File: src/sv/ccfp_pkg.sv
package ccfp_pkg;

  localparam int CW      = 24;
  localparam int UW      = CW + 1;
  localparam int SW      = 2 * CW + 2;
  localparam int DW      = 2 * CW + 3;
  localparam int NW      = 3 * CW + 3;
  localparam int N2W     = 3 * CW + 4;
  localparam int D2W     = 2 * CW + 3;
  localparam int NNW     = 2 * NW;
  localparam int DDW     = 2 * DW;
  localparam int RW      = 6 * CW + 9;
  localparam int QW      = CW + 2;
  localparam int NCELL   = QW;
  localparam int LIMB_W  = 32;

  typedef struct packed {
    logic signed [CW-1:0] point_a_x;
    logic signed [CW-1:0] point_a_y;
    logic signed [CW-1:0] point_b_x;
    logic signed [CW-1:0] point_b_y;
    logic signed [CW-1:0] point_c_x;
    logic signed [CW-1:0] point_c_y;
  } in_word_t;

  typedef struct packed {
    logic signed [CW-1:0] center_x;
    logic signed [CW-1:0] center_y;
    logic [CW-1:0]        circle_radius;
    logic                 degenerate;
    logic                 overflow;
  } out_word_t;

  typedef struct packed {
    logic signed [CW-1:0] ax;
    logic signed [CW-1:0] ay;
    logic                 deg;
    logic                 neg_x;
    logic                 neg_y;
  } side_t;

  typedef struct packed {
    side_t           side;
    logic [N2W-1:0]  rem_x;
    logic [N2W-1:0]  rem_y;
    logic [D2W-1:0]  d2;
    logic [QW-1:0]   q_x;
    logic [QW-1:0]   q_y;
    logic [RW-1:0]   rad_rem;
    logic [RW-1:0]   rad_s;
    logic [DDW-1:0]  dd;
    logic [QW-1:0]   r;
  } cell_t;

endpackage

File: src/sv/ccfp_cell.sv
module ccfp_cell #(
  parameter int K = 0
) (
  input  logic            clk,
  input  ccfp_pkg::cell_t cell_in,
  output ccfp_pkg::cell_t cell_out
);

  ccfp_pkg::cell_t               cell_nxt;
  ccfp_pkg::cell_t               cell_r;
  logic [ccfp_pkg::N2W-1:0]      tdiv;
  logic [ccfp_pkg::RW-1:0]       dsh;
  logic [ccfp_pkg::RW-1:0]       troot;

  always_comb begin
    cell_nxt = cell_in;
    tdiv     = ccfp_pkg::N2W'(cell_in.d2) << K;
    dsh      = ccfp_pkg::RW'(cell_in.dd) << K;
    troot    = (cell_in.rad_s << (K + 1)) + (dsh << K);
    // one quotient bit for each centre lane
    if (cell_in.rem_x >= tdiv) begin
      cell_nxt.rem_x  = cell_in.rem_x - tdiv;
      cell_nxt.q_x[K] = 1'b1;
    end
    if (cell_in.rem_y >= tdiv) begin
      cell_nxt.rem_y  = cell_in.rem_y - tdiv;
      cell_nxt.q_y[K] = 1'b1;
    end
    // one radius bit: (r + 2^k)^2 * dd against the residual
    if (troot <= cell_in.rad_rem) begin
      cell_nxt.rad_rem = cell_in.rad_rem - troot;
      cell_nxt.rad_s   = cell_in.rad_s + dsh;
      cell_nxt.r[K]    = 1'b1;
    end
  end

  always_ff @(posedge clk) begin
    cell_r <= cell_nxt;
  end

  assign cell_out = cell_r;

endmodule

File: config.mk
export PLATFORM = sky130hd
export DESIGN_NAME = ccfp_cell
export DESIGN_NICKNAME = d
export VERILOG_FILES = /design/src/sv/ccfp_pkg.sv /design/src/sv/ccfp_cell.sv
export SDC_FILE = /design/constraint.sdc
export NUM_CORES = 2
export LEC_CHECK = 0
export ABC_AREA = 1
export BUFFER_PORTS_ARGS = -buffer_cell sky130_fd_sc_hd__buf_4
export CORE_AREA = 2 2 576 578
export CTS_CLUSTER_SIZE = 14
export DETAILED_ROUTE_END_ITERATION = 16
export DIE_AREA = 0 0 578 580
export PLACE_DENSITY = 0.47
export SLEW_MARGIN = 10
export SYNTH_ARGS = -nofsm -noshare
export SYNTH_HDL_FRONTEND = slang
export SYNTH_SLANG_ARGS = --single-unit
export TNS_END_PERCENT = 5
File: constraint.sdc
create_clock -name clk -period 12.8 [get_ports clk]
set_clock_uncertainty 0.15 [all_clocks]
set_input_delay 0.64 -clock clk [delete_from_list [all_inputs] [get_ports clk]]
set_output_delay 0.64 -clock clk [all_outputs]
set_load 0.03 [all_outputs]
==> flow_summary.html <==
<table>
<tr><th>Metric</th><th>Value</th></tr>
<tr><th colspan="2">Clocking</th></tr>
<tr><td>TritonCTS clock tree</td><td>done</td></tr>
<tr><td>Count of instances resized after the clock tree is built</td><td>0</td></tr>
<tr><td>Maximum clock insertion buffer count</td><td>4</td></tr>
<tr><td>Count of H-tree levels built during CTS</td><td>3</td></tr>
<tr><td>Root buffer selected by CTS</td><td>sky130_fd_sc_hd__clkbuf_16</td></tr>
<tr><td>Clk sinks</td><td>740</td></tr>
<tr><td>Clock input transition at the sequential cells of the worst setup and hold paths</td><td>60 ps</td></tr>
<tr><td>Number of CTS-inserted buffers</td><td>103</td></tr>
<tr><th colspan="2">Min path</th></tr>
<tr><td>Classification of the worst-slack hold path</td><td>in2reg</td></tr>
<tr><th colspan="2">Die</th></tr>
<tr><td>Height of the die</td><td>580 um</td></tr>
<tr><td>Top Ports</td><td>1,481</td></tr>
<tr><td>Core Region</td><td>0.329 mm2</td></tr>
<tr><td>Number of rows in the core area</td><td>211</td></tr>
<tr><td>Horizontal extent of the die</td><td>578 um</td></tr>
<tr><td>Die Area</td><td>0.335 mm2</td></tr>
<tr><td>Initial cell density of the core</td><td>20.8%</td></tr>
<tr><th colspan="2">Route</th></tr>
<tr><td>Post-detailed-route via-to-cell ratio</td><td>4.78</td></tr>
<tr><td>Routed wire length</td><td>579 mm</td></tr>
<tr><td>Drc violations</td><td>0</td></tr>
<tr><td>Detailed router's first-iteration violation count</td><td>8,263</td></tr>
<tr><td>Routed vias</td><td>89,900</td></tr>
<tr><td>Antenna Violating Nets Remaining</td><td>0</td></tr>
<tr><td>First-pass iteration count of the detailed router</td><td>8</td></tr>
<tr><td>Routed wire length per instance</td><td>30.8 um</td></tr>
<tr><th colspan="2">Final layout</th></tr>
<tr><td>Number of nets in the layout</td><td>15,500</td></tr>
<tr><td>Number of filler instances in the final layout</td><td>38,000</td></tr>
<tr><td>Final core utilization</td><td>28.8%</td></tr>
<tr><td>Area delta synth-&gt;final</td><td>38.6%</td></tr>
<tr><td>Flip-flop count of the largest register after layout</td><td>740</td></tr>
<tr><td>Final instance area</td><td>0.0948 mm2</td></tr>
<tr><td>Share of final-layout standard cells stronger than drive strength 1</td><td>12.9%</td></tr>
<tr><th colspan="2">Timing</th></tr>
<tr><td>Final worst path period share</td><td>74.6%</td></tr>
<tr><td>Final setup violation count</td><td>0</td></tr>
<tr><td>Fin Hold WS</td><td>53.0 ps</td></tr>
<tr><td>Fmax</td><td>105 MHz</td></tr>
<tr><td>Number of max-slew violations in the final report</td><td>0</td></tr>
<tr><td>Shortest period the worst path allows</td><td>9550 ps</td></tr>
<tr><td>TNS Setup</td><td>0 ps</td></tr>
<tr><td>Total count of hold-check failures in the final report</td><td>0</td></tr>
<tr><td>Max-Slew Margin vs Limit</td><td>15.3%</td></tr>
<tr><td>Setup repair after global routing missed its margin</td><td>no</td></tr>
<tr><td>Worst Tran Pin Value</td><td>1260 ps</td></tr>
<tr><th colspan="2">Power</th></tr>
<tr><td>Largest voltage drop on the vdd net</td><td>0.112 mV</td></tr>
<tr><td>Overall power after layout</td><td>12.0 mW</td></tr>
<tr><td>Static leakage</td><td>46.7 nW</td></tr>
<tr><td>Power per cell area</td><td>127 mW/mm2</td></tr>
<tr><th colspan="2">Setup path</th></tr>
<tr><td>Class of the most critical setup path</td><td>in2reg</td></tr>
<tr><td>Critical Path Start Type</td><td>primary input</td></tr>
<tr><td>Signal arrival time at the worst endpoint</td><td>10,120 ps</td></tr>
<tr><td>Critical Path Slowest Stage Cell</td><td>sky130_fd_sc_hd__ha_1</td></tr>
<tr><td>Required time at the worst-slack endpoint</td><td>13,360 ps</td></tr>
<tr><td>Nature of the critical path endpoint</td><td>flop</td></tr>
<tr><td>Delay of the slowest cell on the worst path</td><td>650 ps</td></tr>
<tr><td>CP dominant cell by count</td><td>sky130_fd_sc_hd__nand2_1</td></tr>
<tr><td>Max Fanout on Critical Path</td><td>130</td></tr>
<tr><th colspan="2">Placement</th></tr>
<tr><td>HPWL after DPL</td><td>516 mm</td></tr>
<tr><td>Dpl cell area</td><td>0.0844 mm2</td></tr>
<tr><td>Number of port buffers</td><td>1,480</td></tr>
<tr><td>Weighted congestion at the end of routability-driven global placement</td><td>1.11</td></tr>
<tr><th colspan="2">Logic synthesis</th></tr>
<tr><td>Number of instances in the synthesized netlist</td><td>12,100</td></tr>
<tr><td>Register bit total from synthesis</td><td>740</td></tr>
<tr><td>Post-synthesis area per instance</td><td>5.64 um2</td></tr>
<tr><td>Post-synthesis sequential area ratio</td><td>21.7%</td></tr>
<tr><td>Syn. warnings</td><td>0</td></tr>
<tr><td>Top flip-flop cell by instance count after synthesis</td><td>sky130_fd_sc_hd__dfxtp_1</td></tr>
<tr><td>Number of distinct library cells after synthesis</td><td>47</td></tr>
<tr><td>Syn_nets</td><td>13,300</td></tr>
<tr><td>Share of synthesized flip-flops with an asynchronous set or reset</td><td>0%</td></tr>
<tr><td>Post-synth EDFFs</td><td>0</td></tr>
<tr><td>Area of the mapped netlist</td><td>0.0684 mm2</td></tr>
<tr><th colspan="2">Flow run</th></tr>
<tr><td>Max cap viols</td><td>0</td></tr>
<tr><th colspan="2">Global route</th></tr>
<tr><td>Number of antenna violations at the first check in global routing</td><td>87</td></tr>
<tr><td>Number of global-route vias before repair</td><td>89,700</td></tr>
<tr><td>Residual overflow from global routing</td><td>0</td></tr>
<tr><td>Global-route wire length before repair</td><td>755 mm</td></tr>
<tr><td>Maximum number of pins on one net before global-route repair</td><td>187</td></tr>
<tr><td>Overall Global Routing Usage</td><td>33.1%</td></tr>
<tr><th colspan="2">Status</th></tr>
<tr><td>Outcome</td><td>finished, final reports clean</td></tr>
</table>
[timing repair]
item,4_1_cts,5_1_grt
buffers inserted,0,0
hold endpoints to repair,689,0
hold buffers,691,0
[per-layer routing]
metal / up-vias / global-route usage (%) / share of wire, %
li1: 42300 / - / -
met1: 42300 / 35.2 / 36
met2: 4125 / 57.3 / 47
met3: 1209 / 5.63 / 6.3
met4: 34 / 27.6 / 10
met5: - / 0 / 0.038
[kinds of logic after synthesis]
| logic type | after synthesis | synth area share (%) |
|---|---|---|
| adders and majority gates | 463 | 8.52 |
| buffers and inverters | 2212 | 12.7 |
| and+or+nand+nor | 6749 | 39.8 |
| AOI/OAI and AO/OA | 1628 | 12.9 |
| xor gates and xnor gates | 342 | 4.38 |
| DFF | 740 | 21.7 |
[power breakdown]
| part | internal (mW) | switching, mW | total [mW] |
|---|---|---|---|
| Sequential | 2.64 | 0.171 | 2.81 |
| Clock | 1.73 | 1.29 | 3.01 |
| Combinational | 1.75 | 4.43 | 6.18 |
[area by class of cell]
| type | instances | area (um2) | share of cell area, % |
|---|---|---|---|
| inverters | 2118 | 7960 | 8.39 |
| multi-input cells | 9182 | 44900 | 47.4 |
| repair buffers | 2189 | 18200 | 19.2 |
| clock buffers | 136 | 2840 | 3.00 |
| well taps | 4366 | 5460 | 5.76 |
| flip-flops and latches | 740 | 14800 | 15.6 |
| diodes | 48 | 120 | 0.127 |
| clock inverters | 44 | 515 | 0.544 |
[critical path: cells and delay by family]
kind,cells,cell delay (ps)
AOI/OAI and AO/OA,3,720
adders and majority gates,3,1670
buffers and inverters,7,2120
and+or+nand+nor,19,4420
[synth_stat cells, types with 41 or more instances]
cell type / instances / share of area (%)
sky130_fd_sc_hd__nand4_1: 115 / 1.1
sky130_fd_sc_hd__dfxtp_1: 740 / 22
sky130_fd_sc_hd__buf_2: 41 / 0.30
sky130_fd_sc_hd__ha_1: 458 / 8.4
sky130_fd_sc_hd__xnor2_1: 267 / 3.4
sky130_fd_sc_hd__xor2_1: 75 / 0.96
sky130_fd_sc_hd__nor3_1: 160 / 1.2
sky130_fd_sc_hd__inv_1: 2091 / 11
sky130_fd_sc_hd__nand2_1: 4195 / 23
sky130_fd_sc_hd__a21oi_1: 788 / 5.8
sky130_fd_sc_hd__nor4_1: 41 / 0.37
sky130_fd_sc_hd__o21ai_1: 85 / 0.62
sky130_fd_sc_hd__o21bai_1: 65 / 0.71
sky130_fd_sc_hd__nor2_1: 1515 / 8.3
sky130_fd_sc_hd__nand3b_1: 99 / 1.1
sky130_fd_sc_hd__o21ai_2: 88 / 1.1
sky130_fd_sc_hd__nand3_1: 524 / 3.8
sky130_fd_sc_hd__o21ai_0: 528 / 3.9
[layout by cell type, fill, tap and decap left out, types with 6 or more instances in the layout]
cell type                       count
sky130_fd_sc_hd__nand3_1          524
sky130_fd_sc_hd__a21oi_1          788
sky130_fd_sc_hd__nor2_1          1515
sky130_fd_sc_hd__nor4_1            38
sky130_fd_sc_hd__o21ai_1           85
sky130_fd_sc_hd__xor2_1            75
sky130_fd_sc_hd__nor3_1           160
sky130_fd_sc_hd__clkbuf_1          19
sky130_fd_sc_hd__a21o_1            18
sky130_fd_sc_hd__o21ai_0          528
sky130_fd_sc_hd__a31oi_1            9
sky130_fd_sc_hd__diode_2           48
sky130_fd_sc_hd__buf_4           1495
sky130_fd_sc_hd__o211ai_1           6
sky130_fd_sc_hd__o21ai_2           88
sky130_fd_sc_hd__nand3b_1          99
sky130_fd_sc_hd__clkbuf_16        103
sky130_fd_sc_hd__inv_6              8
sky130_fd_sc_hd__nor2_2            20
sky130_fd_sc_hd__and3_1             6
sky130_fd_sc_hd__or2_2             18
sky130_fd_sc_hd__o21a_1            14
sky130_fd_sc_hd__clkinv_2          13
sky130_fd_sc_hd__inv_2             23
sky130_fd_sc_hd__nand2_2           30
sky130_fd_sc_hd__nand3_2            6
sky130_fd_sc_hd__bufinv_16          8
sky130_fd_sc_hd__dfxtp_1          740
sky130_fd_sc_hd__xnor2_1          267
sky130_fd_sc_hd__clkinvlp_4         7
sky130_fd_sc_hd__and2_1             9
sky130_fd_sc_hd__inv_1           2091
sky130_fd_sc_hd__clkinv_4           7
sky130_fd_sc_hd__nand4_1          115
sky130_fd_sc_hd__ha_1             458
sky130_fd_sc_hd__o21bai_1          65
sky130_fd_sc_hd__a21boi_0          22
sky130_fd_sc_hd__nand2_1         4195
sky130_fd_sc_hd__dlygate4sd3_1    691
sky130_fd_sc_hd__clkbuf_8          14
[worst paths after layout]
path | startpoint | endpoint | cells after the start
max | cell_in[27] | cell_out[162]$_DFF_P_ | 32
min | cell_in[262] | cell_out[262]$_DFF_P_ | 3
[metrics by stage]
step                instances  worst slack [ps]
finish                  18800              3250
detailed placement      17900              3370
global route            18800              3120
global placement        17900              3280
floorplan               12100              8020
CTS                     18800              3740
Note: power is estimated with default switching activity, not from simulation.
