<file path="src/sv/ccfp_pkg.sv">
package ccfp_pkg;

  localparam int CW      = 24;
  localparam int UW      = CW + 1;
  localparam int SW      = 2 * CW + 2;
  localparam int DW      = 2 * CW + 3;
  localparam int NW      = 3 * CW + 3;
  localparam int N2W     = 3 * CW + 4;
  localparam int D2W     = 2 * CW + 3;
  localparam int NNW     = 2 * NW;
  localparam int DDW     = 2 * DW;
  localparam int RW      = 6 * CW + 9;
  localparam int QW      = CW + 2;
  localparam int NCELL   = QW;
  localparam int LIMB_W  = 32;

  typedef struct packed {
    logic signed [CW-1:0] point_a_x;
    logic signed [CW-1:0] point_a_y;
    logic signed [CW-1:0] point_b_x;
    logic signed [CW-1:0] point_b_y;
    logic signed [CW-1:0] point_c_x;
    logic signed [CW-1:0] point_c_y;
  } in_word_t;

  typedef struct packed {
    logic signed [CW-1:0] center_x;
    logic signed [CW-1:0] center_y;
    logic [CW-1:0]        circle_radius;
    logic                 degenerate;
    logic                 overflow;
  } out_word_t;

  typedef struct packed {
    logic signed [CW-1:0] ax;
    logic signed [CW-1:0] ay;
    logic                 deg;
    logic                 neg_x;
    logic                 neg_y;
  } side_t;

  typedef struct packed {
    side_t           side;
    logic [N2W-1:0]  rem_x;
    logic [N2W-1:0]  rem_y;
    logic [D2W-1:0]  d2;
    logic [QW-1:0]   q_x;
    logic [QW-1:0]   q_y;
    logic [RW-1:0]   rad_rem;
    logic [RW-1:0]   rad_s;
    logic [DDW-1:0]  dd;
    logic [QW-1:0]   r;
  } cell_t;

endpackage

</file>
<file path="src/sv/ccfp_mul.sv">
module ccfp_mul #(
  parameter int AW = 8,
  parameter int BW = 8
) (
  input  logic                    clk,
  input  logic signed [AW-1:0]    a,
  input  logic signed [BW-1:0]    b,
  output logic signed [AW+BW-1:0] p
);

  localparam int L  = ccfp_pkg::LIMB_W;
  localparam int LA = (AW + L - 1) / L;
  localparam int LB = (BW + L - 1) / L;
  localparam int MW = (LA + LB) * L;
  localparam int PW = AW + BW;

  logic [AW-1:0]   am;
  logic [BW-1:0]   bm;
  logic [LA*L-1:0] ae;
  logic [LB*L-1:0] be;
  logic [2*L-1:0]  pp_r [LA][LB];
  logic [MW-1:0]   row_r [LA];
  logic [MW-1:0]   row_nxt [LA];
  logic [MW-1:0]   sum_nxt;
  logic            neg1_r, neg2_r;
  logic [PW-1:0]   p_r;

  // sign and magnitude split
  always_comb begin
    am = a[AW-1] ? AW'(-a) : AW'(a);
    bm = b[BW-1] ? BW'(-b) : BW'(b);
    ae = (LA*L)'(am);
    be = (LB*L)'(bm);
  end

  always_ff @(posedge clk) begin
    for (int i = 0; i < LA; i++) begin
      for (int j = 0; j < LB; j++) begin
        pp_r[i][j] <= (2*L)'(ae[i*L +: L]) * (2*L)'(be[j*L +: L]);
      end
    end
    neg1_r <= a[AW-1] ^ b[BW-1];
  end

  always_comb begin
    for (int i = 0; i < LA; i++) begin
      row_nxt[i] = '0;
      for (int j = 0; j < LB; j++) begin
        row_nxt[i] = row_nxt[i] + (MW'(pp_r[i][j]) << ((i + j) * L));
      end
    end
  end

  always_ff @(posedge clk) begin
    row_r  <= row_nxt;
    neg2_r <= neg1_r;
  end

  always_comb begin
    sum_nxt = '0;
    for (int i = 0; i < LA; i++) begin
      sum_nxt = sum_nxt + row_r[i];
    end
  end

  always_ff @(posedge clk) begin
    p_r <= neg2_r ? PW'(-sum_nxt) : PW'(sum_nxt);
  end

  assign p = $signed(p_r);

endmodule

</file>
<file path="config.mk">
export PLATFORM = sky130hd
export DESIGN_NAME = ccfp_mul
export DESIGN_NICKNAME = d
export VERILOG_FILES = /design/src/sv/ccfp_pkg.sv /design/src/sv/ccfp_mul.sv
export SDC_FILE = /design/constraint.sdc
export NUM_CORES = 1
export LEC_CHECK = 0
export ABC_AREA = 1
export BUFFER_PORTS_ARGS = -buffer_cell sky130_fd_sc_hd__buf_2
export CORE_ASPECT_RATIO = 1.75
export CORE_MARGIN = 1
export CORE_UTILIZATION = 65
export DETAILED_ROUTE_END_ITERATION = 7
export PLACE_DENSITY = 0.85
export SETUP_SLACK_MARGIN = 0.4
export SYNTH_ARGS = -nofsm -noshare
export SYNTH_HDL_FRONTEND = slang
export SYNTH_SLANG_ARGS = --single-unit
</file>
<file path="constraint.sdc">
create_clock -name clk -period 13.8 [get_ports clk]
set_clock_uncertainty 0.15 [all_clocks]
set_input_delay 2.76 -clock clk [delete_from_list [all_inputs] [get_ports clk]]
set_output_delay 2.76 -clock clk [all_outputs]
set_load 0.1 [all_outputs]
</file>
==> results of run 1 <==
==> per-layer routing <==
layer  routed length, um  up-vias  GRT usage, %  share of wire [%]
li1                    -     1726             -                  -
met1                2720     1628         22.49                 32
met2                5030      100         62.01                 59
met3                 230       36         2.754                2.7
met4                 540        0         21.10                6.3
met5                   0        -             0                  0
==> critical path, stage by stage <==
cell and delay, ns:
buf_2 0.12, inv_2 0.09, ha_1 0.25, nand3_2 0.09, nand2_1 0.08, nand2_1 0.07
nand2_1 0.17, inv_1 0.21, nor2_1 0.09, fa_1 0.46, fa_1 0.55, inv_1 0.05
fa_1 0.48, fa_1 0.54, inv_1 0.04, ha_1 0.36, nand2_1 0.11, nand3_1 0.22
nand2_1 0.13, nand2_1 0.07, xor2_1 0.16
==> power groups by stage <==
stage / logic [uW] / clock network, uW / registers [uW]
floorplan: 234 / 0 / 366
global placement: 441 / 0 / 228
detailed placement: 456 / 0 / 231
CTS: 457 / 91.0 / 227
global route: 506 / 94.7 / 232
finish: 455 / 89.8 / 228
==> state kept, by name (all words and copies together) (netlist names) <==
register,count
neg1_r,1
row_r,16
neg2_r,1
pp_r,16
p,16
==> layout make-up <==
type / count / area [sq um] / share of cell area (%)
Tap cell: 80 / 100.1 / 2.247
Clock inverter: 2 / 16.27 / 0.3652
Inverter: 135 / 506.7 / 11.38
Sequential cell: 50 / 1001 / 22.47
Timing Repair Buffer: 32 / 160.2 / 3.596
Clock buffer: 6 / 82.58 / 1.854
Multi-Input combinational cell: 370 / 2587 / 58.09
==> path summary, 6_finish.rpt <==
check	start	to	slack, ns	cells after the start
max reg2reg	row_r[1]	p[14]	12.25	9
max	b[0]	pp_r[0][9]	6.77	21
min	pp_r[0][15]	row_r[15]	0.18	0
min reg2reg	pp_r[0][15]	row_r[15]	0.18	0
==> cells by family after synthesis <==
logic type                 after synthesis  synth area share, %
AOI/OAI and AO/OA                       22                3.244
and+or+nand+nor                        255                25.89
buffers and inverters                  139                13.04
DFF                                     50                24.26
xor gates and xnor gates                18                4.275
adders and majority gates               75                29.29
==> through the flow <==
| stage | utilization, % | hold slack [ns] | total power (uW) | area (sq um) |
|---|---|---|---|---|
| after floorplan | - | 0.1596 | 600.2 | 4126 |
| after global placement | 70.47 | 0.1602 | 669.1 | 4355 |
| after detailed placement | 70.47 | 0.1621 | 686.9 | 4355 |
| after CTS | 72.06 | 0.1821 | 775.8 | 4454 |
| after global routing | 72.06 | 0.1856 | 833.0 | 4454 |
| final | 72.06 | 0.1821 | 772.6 | 4454 |
==> synth_stat cells, types with 5 or more instances <==
master / n
nand2_2: 6
nand2_1: 145
xor2_1: 10
fa_1: 36
o21ai_0: 7
inv_2: 12
nand3_1: 25
nand4_1: 8
a21oi_1: 5
ha_1: 39
inv_1: 123
nor2_1: 61
xnor2_1: 7
dfxtp_1: 50
==> impl_metrics.py, run 1 <==
metrics = {
    "critical_path": {
        "crit_path_end_kind": "flip-flop",
        "path_class": "input port to flip-flop",
        "arrival_ns": 7.08,
        "critPathLaunchType": "input port",
        "crit_fanout": 8,
        "crit_required_ns": 13.85,
    },
    "global_route": {
        "grt_pass1_wl_um": 14860,
        "grt_pass1_vias": 3684,
        "grt_max_degree": 18,
        "antenna_found_initial": 0,
        "grt.overflow.total": 0,
        "gr-usage-all-layers_pct": 28.89,
    },
    "placed_design": {
        "place_ws_ns": 6.492,
        "placed_cells": 667,
        "hpwl_um": 7447,
        "io_buffers": 32,
        "place_congestion": 0.9654,
    },
    "die": {
        "core_sq_um": 6181,
        "die_area_sq_um": 6684,
        "die_h_um": 107.4,
        "num_rows": 38,
        "dieWidth_um": 62.23,
        "start_util_pct": 66.76,
        "ios": 33,
    },
    "finish": {
        "diodes": 0,
        "num-fill-cells": 516,
        "syn2layout_area_growth_pct": 7.944,
        "drive_gt1_share_pct": 11.93,
        "mostFrequentLayoutCells": "145 x nand2_1, 123 x inv_1, 61 x nor2_1",
        "layout.nets": 686,
        "fin_cells": 675,
        "layout_commonest_cell": "nand2_1",
    },
    "cts": {
        "ctsHoldBuffers": 0,
        "cts.clk_slew.worst_paths_ns": 0.09,
        "clock-sinks": 50,
        "cts_setup_buffers": 0,
        "htree_levels": 2,
        "clockBufferDepth": 2,
        "numCtsBuffers": 5,
        "clk_latency_ns": 0.31,
        "cts_tree": "yes",
        "cts.repair.resized": 0,
        "ctsRootBufferMaster": "clkbuf_8",
    },
    "pwr": {
        "p_int_uw": 365.0,
        "power_switching_uw": 407.5,
        "peakVddDrop_v": 0.00006007,
        "switching_share_pct": 52.75,
        "p_comb_share_pct": 58.9,
        "p_leak_uw": 0.002615,
        "power_frac_seq_pct": 29.5,
        "powerDensity_nw_per_um2": 173.4,
        "clock_power_share_pct": 11.6,
    },
    "routing": {
        "drt-total-wl_um": 8521,
        "drc": 0,
        "vias_per_cell": 5.170,
        "dr.pass1.iters": 4,
        "avgRoutedWirePerCell_um": 12.62,
        "drt_iter0_drc": 143,
        "ant_nets": 0,
        "dr_total_vias": 3490,
    },
    "timing": {
        "fin_tns_setup_ns": 0,
        "tightestPinTransition_ns": 0.5779,
        "finalHoldViolations": 0,
        "drv_slew": 0,
        "finalSetupViolations": 0,
        "fin_ws_ns": 6.770,
        "rsz0062_at_grt": "no",
        "fmax_ghz": 0.1423,
        "finalCriticalPeriod_ns": 7.030,
        "period_share_pct": 50.94,
        "slew_headroom_pct": 61.42,
    },
    "yosys": {
        "synthCells": 559,
        "ys_seq_area_share_pct": 24.26,
        "postSynthAreaPerCell_sq_um": 7.382,
        "synthesis.area_sq_um": 4126,
        "ys_ff_latch": 50,
        "synth_top_flop_cell": "dfxtp_1",
        "netlist.top_cell.by_area": "dfxtp_1",
        "ys_warn_count": 0,
        "ys_types": 28,
        "async_reset_ff_share_pct": 0,
        "synth_top_area_share_pct": 24.26,
        "synth_edf_count": 0,
        "netlist_top_cells_area": "dfxtp_1 24%, fa_1 17%, nand2_1 13%",
        "syn_nets": 651,
    },
    "worst_hold_path": {
        "hold_class": "flip-flop to flip-flop",
    },
    "run": {
        "drv_cap": 0,
    },
    "run_status": {
        "outcome": "completed",
    },
}
Note: power is estimated with default switching activity, not from simulation.
==> run 2, diff against run 1 <==
--- a/config.mk
+++ b/config.mk
@@ -5,13 +5,13 @@
 export SDC_FILE = /design/constraint.sdc
 export NUM_CORES = 1
 export LEC_CHECK = 0
-export ABC_AREA = 1
+export ABC_AREA = 0
 export BUFFER_PORTS_ARGS = -buffer_cell sky130_fd_sc_hd__buf_2
 export CORE_ASPECT_RATIO = 1.75
 export CORE_MARGIN = 1
-export CORE_UTILIZATION = 65
+export CORE_UTILIZATION = 54
 export DETAILED_ROUTE_END_ITERATION = 7
-export PLACE_DENSITY = 0.85
+export PLACE_DENSITY = 0.76
 export SETUP_SLACK_MARGIN = 0.4
 export SYNTH_ARGS = -nofsm -noshare
 export SYNTH_HDL_FRONTEND = slang
==> constraint.sdc (replaced) <==
create_clock -name clk -period 5.95 [get_ports clk]
set_clock_uncertainty 0.15 [all_clocks]
set_input_delay 1.19 -clock clk [delete_from_list [all_inputs] [get_ports clk]]
set_output_delay 1.19 -clock clk [all_outputs]
set_load 0.1 [all_outputs]
==> impl_metrics.py, run 2 <==
metrics = {
    "run_status": {
        "outcome": "finished with violations",
        "violations": "setup timing",
    },
    "cts": {
        "clk_latency_ns": 0.29,
        "cts.clk_slew.worst_paths_ns": 0.06,
        "clock-sinks": 50,
        "clockBufferDepth": 2,
        "ctsRootBufferMaster": "clkbuf_16",
        "ctsHoldBuffers": 0,
        "numCtsBuffers": 5,
        "cts_tree": "yes",
        "htree_levels": 2,
    },
    "critical_path": {
        "crit_path_end_kind": "flip-flop",
        "path_class": "input port to flip-flop",
        "rr_startpoint": "row_r[2]",
        "critPathLaunchType": "input port",
        "crit_fanout": 3,
        "critPathLaunch": "b[1]",
        "r2r_cells": 5,
        "arrival_ns": 6.00,
        "r2r_end": "p[15]",
        "crit_end": "pp_r[0][12]",
        "reg2reg_slack_ns": 3.73,
        "crit_required_ns": 5.96,
    },
    "timing": {
        "finalCriticalPeriod_ns": 5.986,
        "rsz0062_at_grt": "yes",
        "fmax_ghz": 0.1671,
        "drv_slew": 0,
        "fin_ws_ns": -0.03616,
        "finalHoldViolations": 0,
        "finalSetupViolations": 3,
        "worst_hold_slack_ns": 0.1767,
        "tightestPinTransition_ns": 0.7797,
        "slew_headroom_pct": 47.65,
        "period_share_pct": 100.6,
    },
    "worst_hold_path": {
        "hold_class": "flip-flop to flip-flop",
    },
    "placed_design": {
        "hpwl_um": 6192,
        "io_buffers": 32,
        "place_congestion": 0.8885,
    },
    "pwr": {
        "clock_power_share_pct": 12.1,
        "peakVddDrop_v": 0.0002272,
        "switching_share_pct": 47.21,
        "p_int_uw": 1400,
        "power_frac_seq_pct": 20.6,
        "p_leak_uw": 0.002323,
        "p_comb_share_pct": 67.3,
        "power_switching_uw": 1252,
        "powerDensity_nw_per_um2": 561.5,
    },
    "die": {
        "start_util_pct": 56.28,
        "num_rows": 39,
        "dieWidth_um": 64.40,
        "die_h_um": 111.2,
        "die_area_sq_um": 7161,
        "ios": 33,
        "core_sq_um": 6539,
    },
    "finish": {
        "layout_commonest_cell": "nor2_1",
        "layout.nets": 582,
        "postLayoutCoreUtil_pct": 72.24,
        "drive_gt1_share_pct": 27.29,
        "syn2layout_area_growth_pct": 28.36,
        "mostFrequentLayoutCells": "58 x nor2_1, 52 x inv_1, 51 x buf_4",
        "diodes": 0,
    },
    "yosys": {
        "ys_warn_count": 0,
        "netlist.top_cell.by_area": "dfxtp_1",
        "async_reset_ff_share_pct": 0,
        "synthCells": 398,
        "synth.most_common_cell": "nor2_1",
        "synthesis.area_sq_um": 3680,
        "ys_seq_area_share_pct": 27.20,
        "synth_top_flop_cell": "dfxtp_1",
        "synth_top_area_share_pct": 27.20,
        "ys_ff_latch": 50,
        "synth_edf_count": 0,
        "ys_types": 43,
        "synthTopCellsByCount": "63 x nor2_1, 54 x inv_1, 50 x dfxtp_1",
        "syn_nets": 490,
        "netlist_top_cells_area": "dfxtp_1 27%, fa_1 20%, ha_1 13%",
        "postSynthAreaPerCell_sq_um": 9.246,
    },
    "routing": {
        "drt_iter0_drc": 118,
        "wl_met3_um": 186,
        "dr.pass1.iters": 4,
        "dr_total_vias": 3046,
        "ant_nets": 0,
        "drt-total-wl_um": 7856,
        "vias_per_cell": 5.316,
        "avgRoutedWirePerCell_um": 13.71,
        "met1_length_um": 2695,
        "drc": 0,
        "highest-signal-layer": "met4",
        "route.met2.wl_um": 4740,
    },
    "global_route": {
        "grt_pass1_wl_um": 13320,
        "grt.overflow.total": 0,
        "grt_pass1_vias": 3247,
        "gr-usage-all-layers_pct": 23.81,
        "grt_max_degree": 17,
        "antenna_found_initial": 0,
    },
    "run": {
        "drv_cap": 0,
    },
}
==> run 2: cell types whose count changed in the layout (fill, tap and decap cells not counted), sizes merged, moves of 8 or more <==
cell / previous run / this run
inv: 136 / 55
buf: 32 / 91
nand2: 152 / 19
nand3: 27 / 3
o31ai: 0 / 8
or2: 0 / 12
==> run 2: repair_timing <==
item,in CTS,in global routing
endpoints found under the setup margin,9,9
setup buffers,7,1
resized for setup,28,8
pin swaps,15,7
cloned,0,0
==> run 2: kinds of logic after synthesis <==
group	count (synthesis)	share of synthesized area (%)
adders and majority gates	75	32.85
AOI/OAI and AO/OA	48	8.467
DFF	50	27.20
and+or+nand+nor	129	16.59
buffers and inverters	61	6.460
muxes	3	0.8161
xor gates and xnor gates	32	7.616
==> run 2: layer usage <==
metal / track usage, % / up-vias
met3: 2.058 / 18
met2: 49.33 / 70
met4: 11.85 / 0
met5: 0 / -
li1: - / 1474
met1: 21.08 / 1484
==> run 2: power groups by stage <==
stage	combinational [uW]	sequential [uW]	clock, uW
4_1_cts	1690	547	322
3_5_place_dp	1530	553	0
5_1_grt	1930	561	336
2_1_floorplan	764	887	0
3_3_place_gp	1470	544	0
6_report	1780	547	321
==> run 2: how the worst min path moves through the flow <==
stage                start        end  slack (ns)  cells past startpoint
3_3_place_gp    pp_r[0][7]   row_r[7]        0.16                      0
2_1_floorplan       neg1_r     neg2_r        0.16                      0
5_1_grt        pp_r[0][13]  row_r[13]        0.18                      0
4_1_cts        pp_r[0][13]  row_r[13]        0.18                      0
6_report       pp_r[0][14]  row_r[14]        0.18                      0
3_5_place_dp    pp_r[0][0]   row_r[0]        0.16                      0
==> run 2: layout make-up <==
type                       instances  area [sq um]
sequential                        50          1001
tap                               82         102.6
multi-input combinational        287          2590
inverter                          55         206.4
clock buffer                       5         125.1
timing repair buffer              91         654.4
clock inverter                     3         43.79
fill                             496          1815
==> run 2: critical path: stages <==
cell      delay, ns
buf_6          0.09
or3_4          0.38
or3_4          0.37
or4b_4         0.50
or2_1          0.26
fa_1           0.47
fa_1           0.51
inv_1          0.05
fa_1           0.47
inv_1          0.05
fa_1           0.49
inv_2          0.05
ha_4           0.28
buf_4          0.13
nand3_4        0.08
nor2_4         0.13
o2111a_1       0.27
nor4_1         0.06
nand4b_1       0.16
==> run 2: metrics by stage <==
step	cells	worst slack, ns	TNS [ns]	power, uW	cell area [sq um]
after floorplan	398	-0.06987	-0.08938	1652	3730
after global placement	557	-0.1945	-0.9561	2015	4347
after detailed placement	557	-0.3606	-2.038	2083	4347
after CTS	572	-0.03479	-0.07144	2559	4677
after global routing	573	-0.1790	-1.134	2825	4723
final	573	-0.03616	-0.09540	2652	4723
==> run 3, diff against run 2 <==
--- a/config.mk
+++ b/config.mk
@@ -9,9 +9,9 @@
 export BUFFER_PORTS_ARGS = -buffer_cell sky130_fd_sc_hd__buf_2
 export CORE_ASPECT_RATIO = 1.75
 export CORE_MARGIN = 1
-export CORE_UTILIZATION = 54
+export CORE_UTILIZATION = 65
 export DETAILED_ROUTE_END_ITERATION = 7
-export PLACE_DENSITY = 0.76
+export PLACE_DENSITY = 0.86
 export SETUP_SLACK_MARGIN = 0.4
 export SYNTH_ARGS = -nofsm -noshare
 export SYNTH_HDL_FRONTEND = slang
==> constraint.sdc (replaced) <==
create_clock -name clk -period 7.7 [get_ports clk]
set_clock_uncertainty 0.15 [all_clocks]
set_input_delay 1.54 -clock clk [delete_from_list [all_inputs] [get_ports clk]]
set_output_delay 1.54 -clock clk [all_outputs]
set_load 0.1 [all_outputs]
==> impl_metrics.py, run 3 (synthesized netlist as in run 2, its figures left out) <==
metrics = {
    "finish": {
        "register_area_sq_um": 1001,
        "drive_gt1_share_pct": 11.75,
        "layout_commonest_cell": "nor2_1",
        "syn2layout_area_growth_pct": 9.385,
        "fin_cells": 508,
        "num-fill-cells": 397,
        "mostFrequentLayoutCells": "63 x nor2_1, 54 x inv_1, 50 x dfxtp_1",
        "layout.nets": 525,
        "diodes": 0,
        "postLayoutCoreUtil_pct": 75.34,
        "multi_input_area_sq_um": 2441,
    },
    "worst_hold_path": {
        "hold_class": "flip-flop to flip-flop",
    },
    "die": {
        "dieWidth_um": 58.88,
        "start_util_pct": 68.88,
        "core_sq_um": 5343,
        "num_rows": 35,
        "die_area_sq_um": 5978,
        "die_h_um": 101.5,
        "ios": 33,
    },
    "run": {
        "drv_cap": 0,
    },
    "placed_design": {
        "place_congestion": 0.8842,
        "hpwl_um": 5676,
        "placed_cells": 500,
        "io_buffers": 32,
        "place_ws_ns": 0.6859,
    },
    "cts": {
        "ctsRootBufferMaster": "clkbuf_8",
        "numCtsBuffers": 5,
        "ctsHoldBuffers": 0,
        "cts_tree": "yes",
        "htree_levels": 2,
        "clk_latency_ns": 0.30,
        "cts.repair.resized": 0,
        "clockBufferDepth": 2,
        "cts_setup_buffers": 0,
        "clock-sinks": 50,
        "cts.clk_slew.worst_paths_ns": 0.08,
    },
    "timing": {
        "drv_slew": 0,
        "fin_ws_ns": 0.9590,
        "period_share_pct": 87.55,
        "rsz0062_at_grt": "no",
        "finalHoldViolations": 0,
        "slew_headroom_pct": 49.85,
        "worst_hold_slack_ns": 0.1805,
        "fmax_ghz": 0.1483,
        "tightestPinTransition_ns": 0.7469,
        "finalCriticalPeriod_ns": 6.741,
        "finalSetupViolations": 0,
        "fin_tns_setup_ns": 0,
    },
    "routing": {
        "dr.pass1.iters": 4,
        "drt-total-wl_um": 6702,
        "vias_per_cell": 5.528,
        "avgRoutedWirePerCell_um": 13.19,
        "dr_total_vias": 2808,
        "drc": 0,
        "drt_iter0_drc": 121,
        "ant_nets": 0,
    },
    "critical_path": {
        "crit_fanout": 8,
        "crit_required_ns": 7.75,
        "arrival_ns": 6.79,
        "crit_path_end_kind": "flip-flop",
        "critPathLaunchType": "input port",
        "crit_end": "pp_r[0][13]",
        "reg2reg_slack_ns": 5.47,
        "critPathLaunch": "b[0]",
        "rr_startpoint": "row_r[2]",
        "r2r_end": "p[13]",
        "r2r_cells": 5,
        "path_class": "input port to flip-flop",
    },
    "pwr": {
        "powerDensity_nw_per_um2": 392.1,
        "p_leak_uw": 0.001996,
        "peakVddDrop_v": 0.0001346,
    },
    "global_route": {
        "gr-usage-all-layers_pct": 25.27,
        "antenna_found_initial": 0,
        "grt.overflow.total": 0,
        "grt_pass1_wl_um": 11630,
        "grt_max_degree": 17,
        "grt_pass1_vias": 3011,
    },
    "run_status": {
        "outcome": "completed",
    },
}
run 3: critical path, stage by stage:
cell and delay, ns:
buf_2 0.11, or3_1 0.38, or3_1 0.34, or4b_4 0.58
or2_1 0.26, fa_1 0.51, fa_1 0.55, inv_1 0.06
fa_1 0.52, inv_1 0.05, fa_1 0.53, inv_1 0.05
ha_1 0.35, o21a_1 0.14, o31a_1 0.17, o311ai_0 0.40
nand4_1 0.14, o311ai_0 0.11
run 3: through the flow:
step	area [sq um]	power (uW)
final	4025	1578
after global routing	4025	1718
after floorplan	3680	1225
after detailed placement	3916	1405
after global placement	3916	1366
after CTS	4025	1585
run 3: layer usage:
metal	GRT usage, %	vias up	part of all wire (%)
met2	48.95	101	57
met4	16.67	0	5.3
met3	2.682	31	2.9
met5	0	-	0
met1	23.71	1320	35
li1	-	1356	-
run 3: report_power, final:
| group | leakage, uW | switching (uW) | total (uW) | internal (uW) |
|---|---|---|---|---|
| sequential | 0.000419 | 47.7 | 419 | 372 |
| combinational | 0.00152 | 663 | 982 | 319 |
| clock | 0.0000579 | 81.0 | 177 | 95.5 |
| total | 0.00200 | 792 | 1580 | 786 |
run 3: final cells by class:
cell class                 count  share of cell area (%)
clock inverter                 3                  0.9947
multi-input combinational    287                   60.65
tap                           74                   2.300
clock buffer                   5                   1.710
inverter                      55                   5.129
sequential                    50                   24.87
timing repair buffer          34                   4.352
run 3: worst min path at each step:
stage                      from   endpoint  cells past startpoint
CTS                 pp_r[0][15]  row_r[15]                      0
global route        pp_r[0][11]  row_r[11]                      0
finish              pp_r[0][15]  row_r[15]                      0
global placement     pp_r[0][4]   row_r[4]                      0
detailed placement  pp_r[0][15]  row_r[15]                      0
floorplan                neg1_r     neg2_r                      0
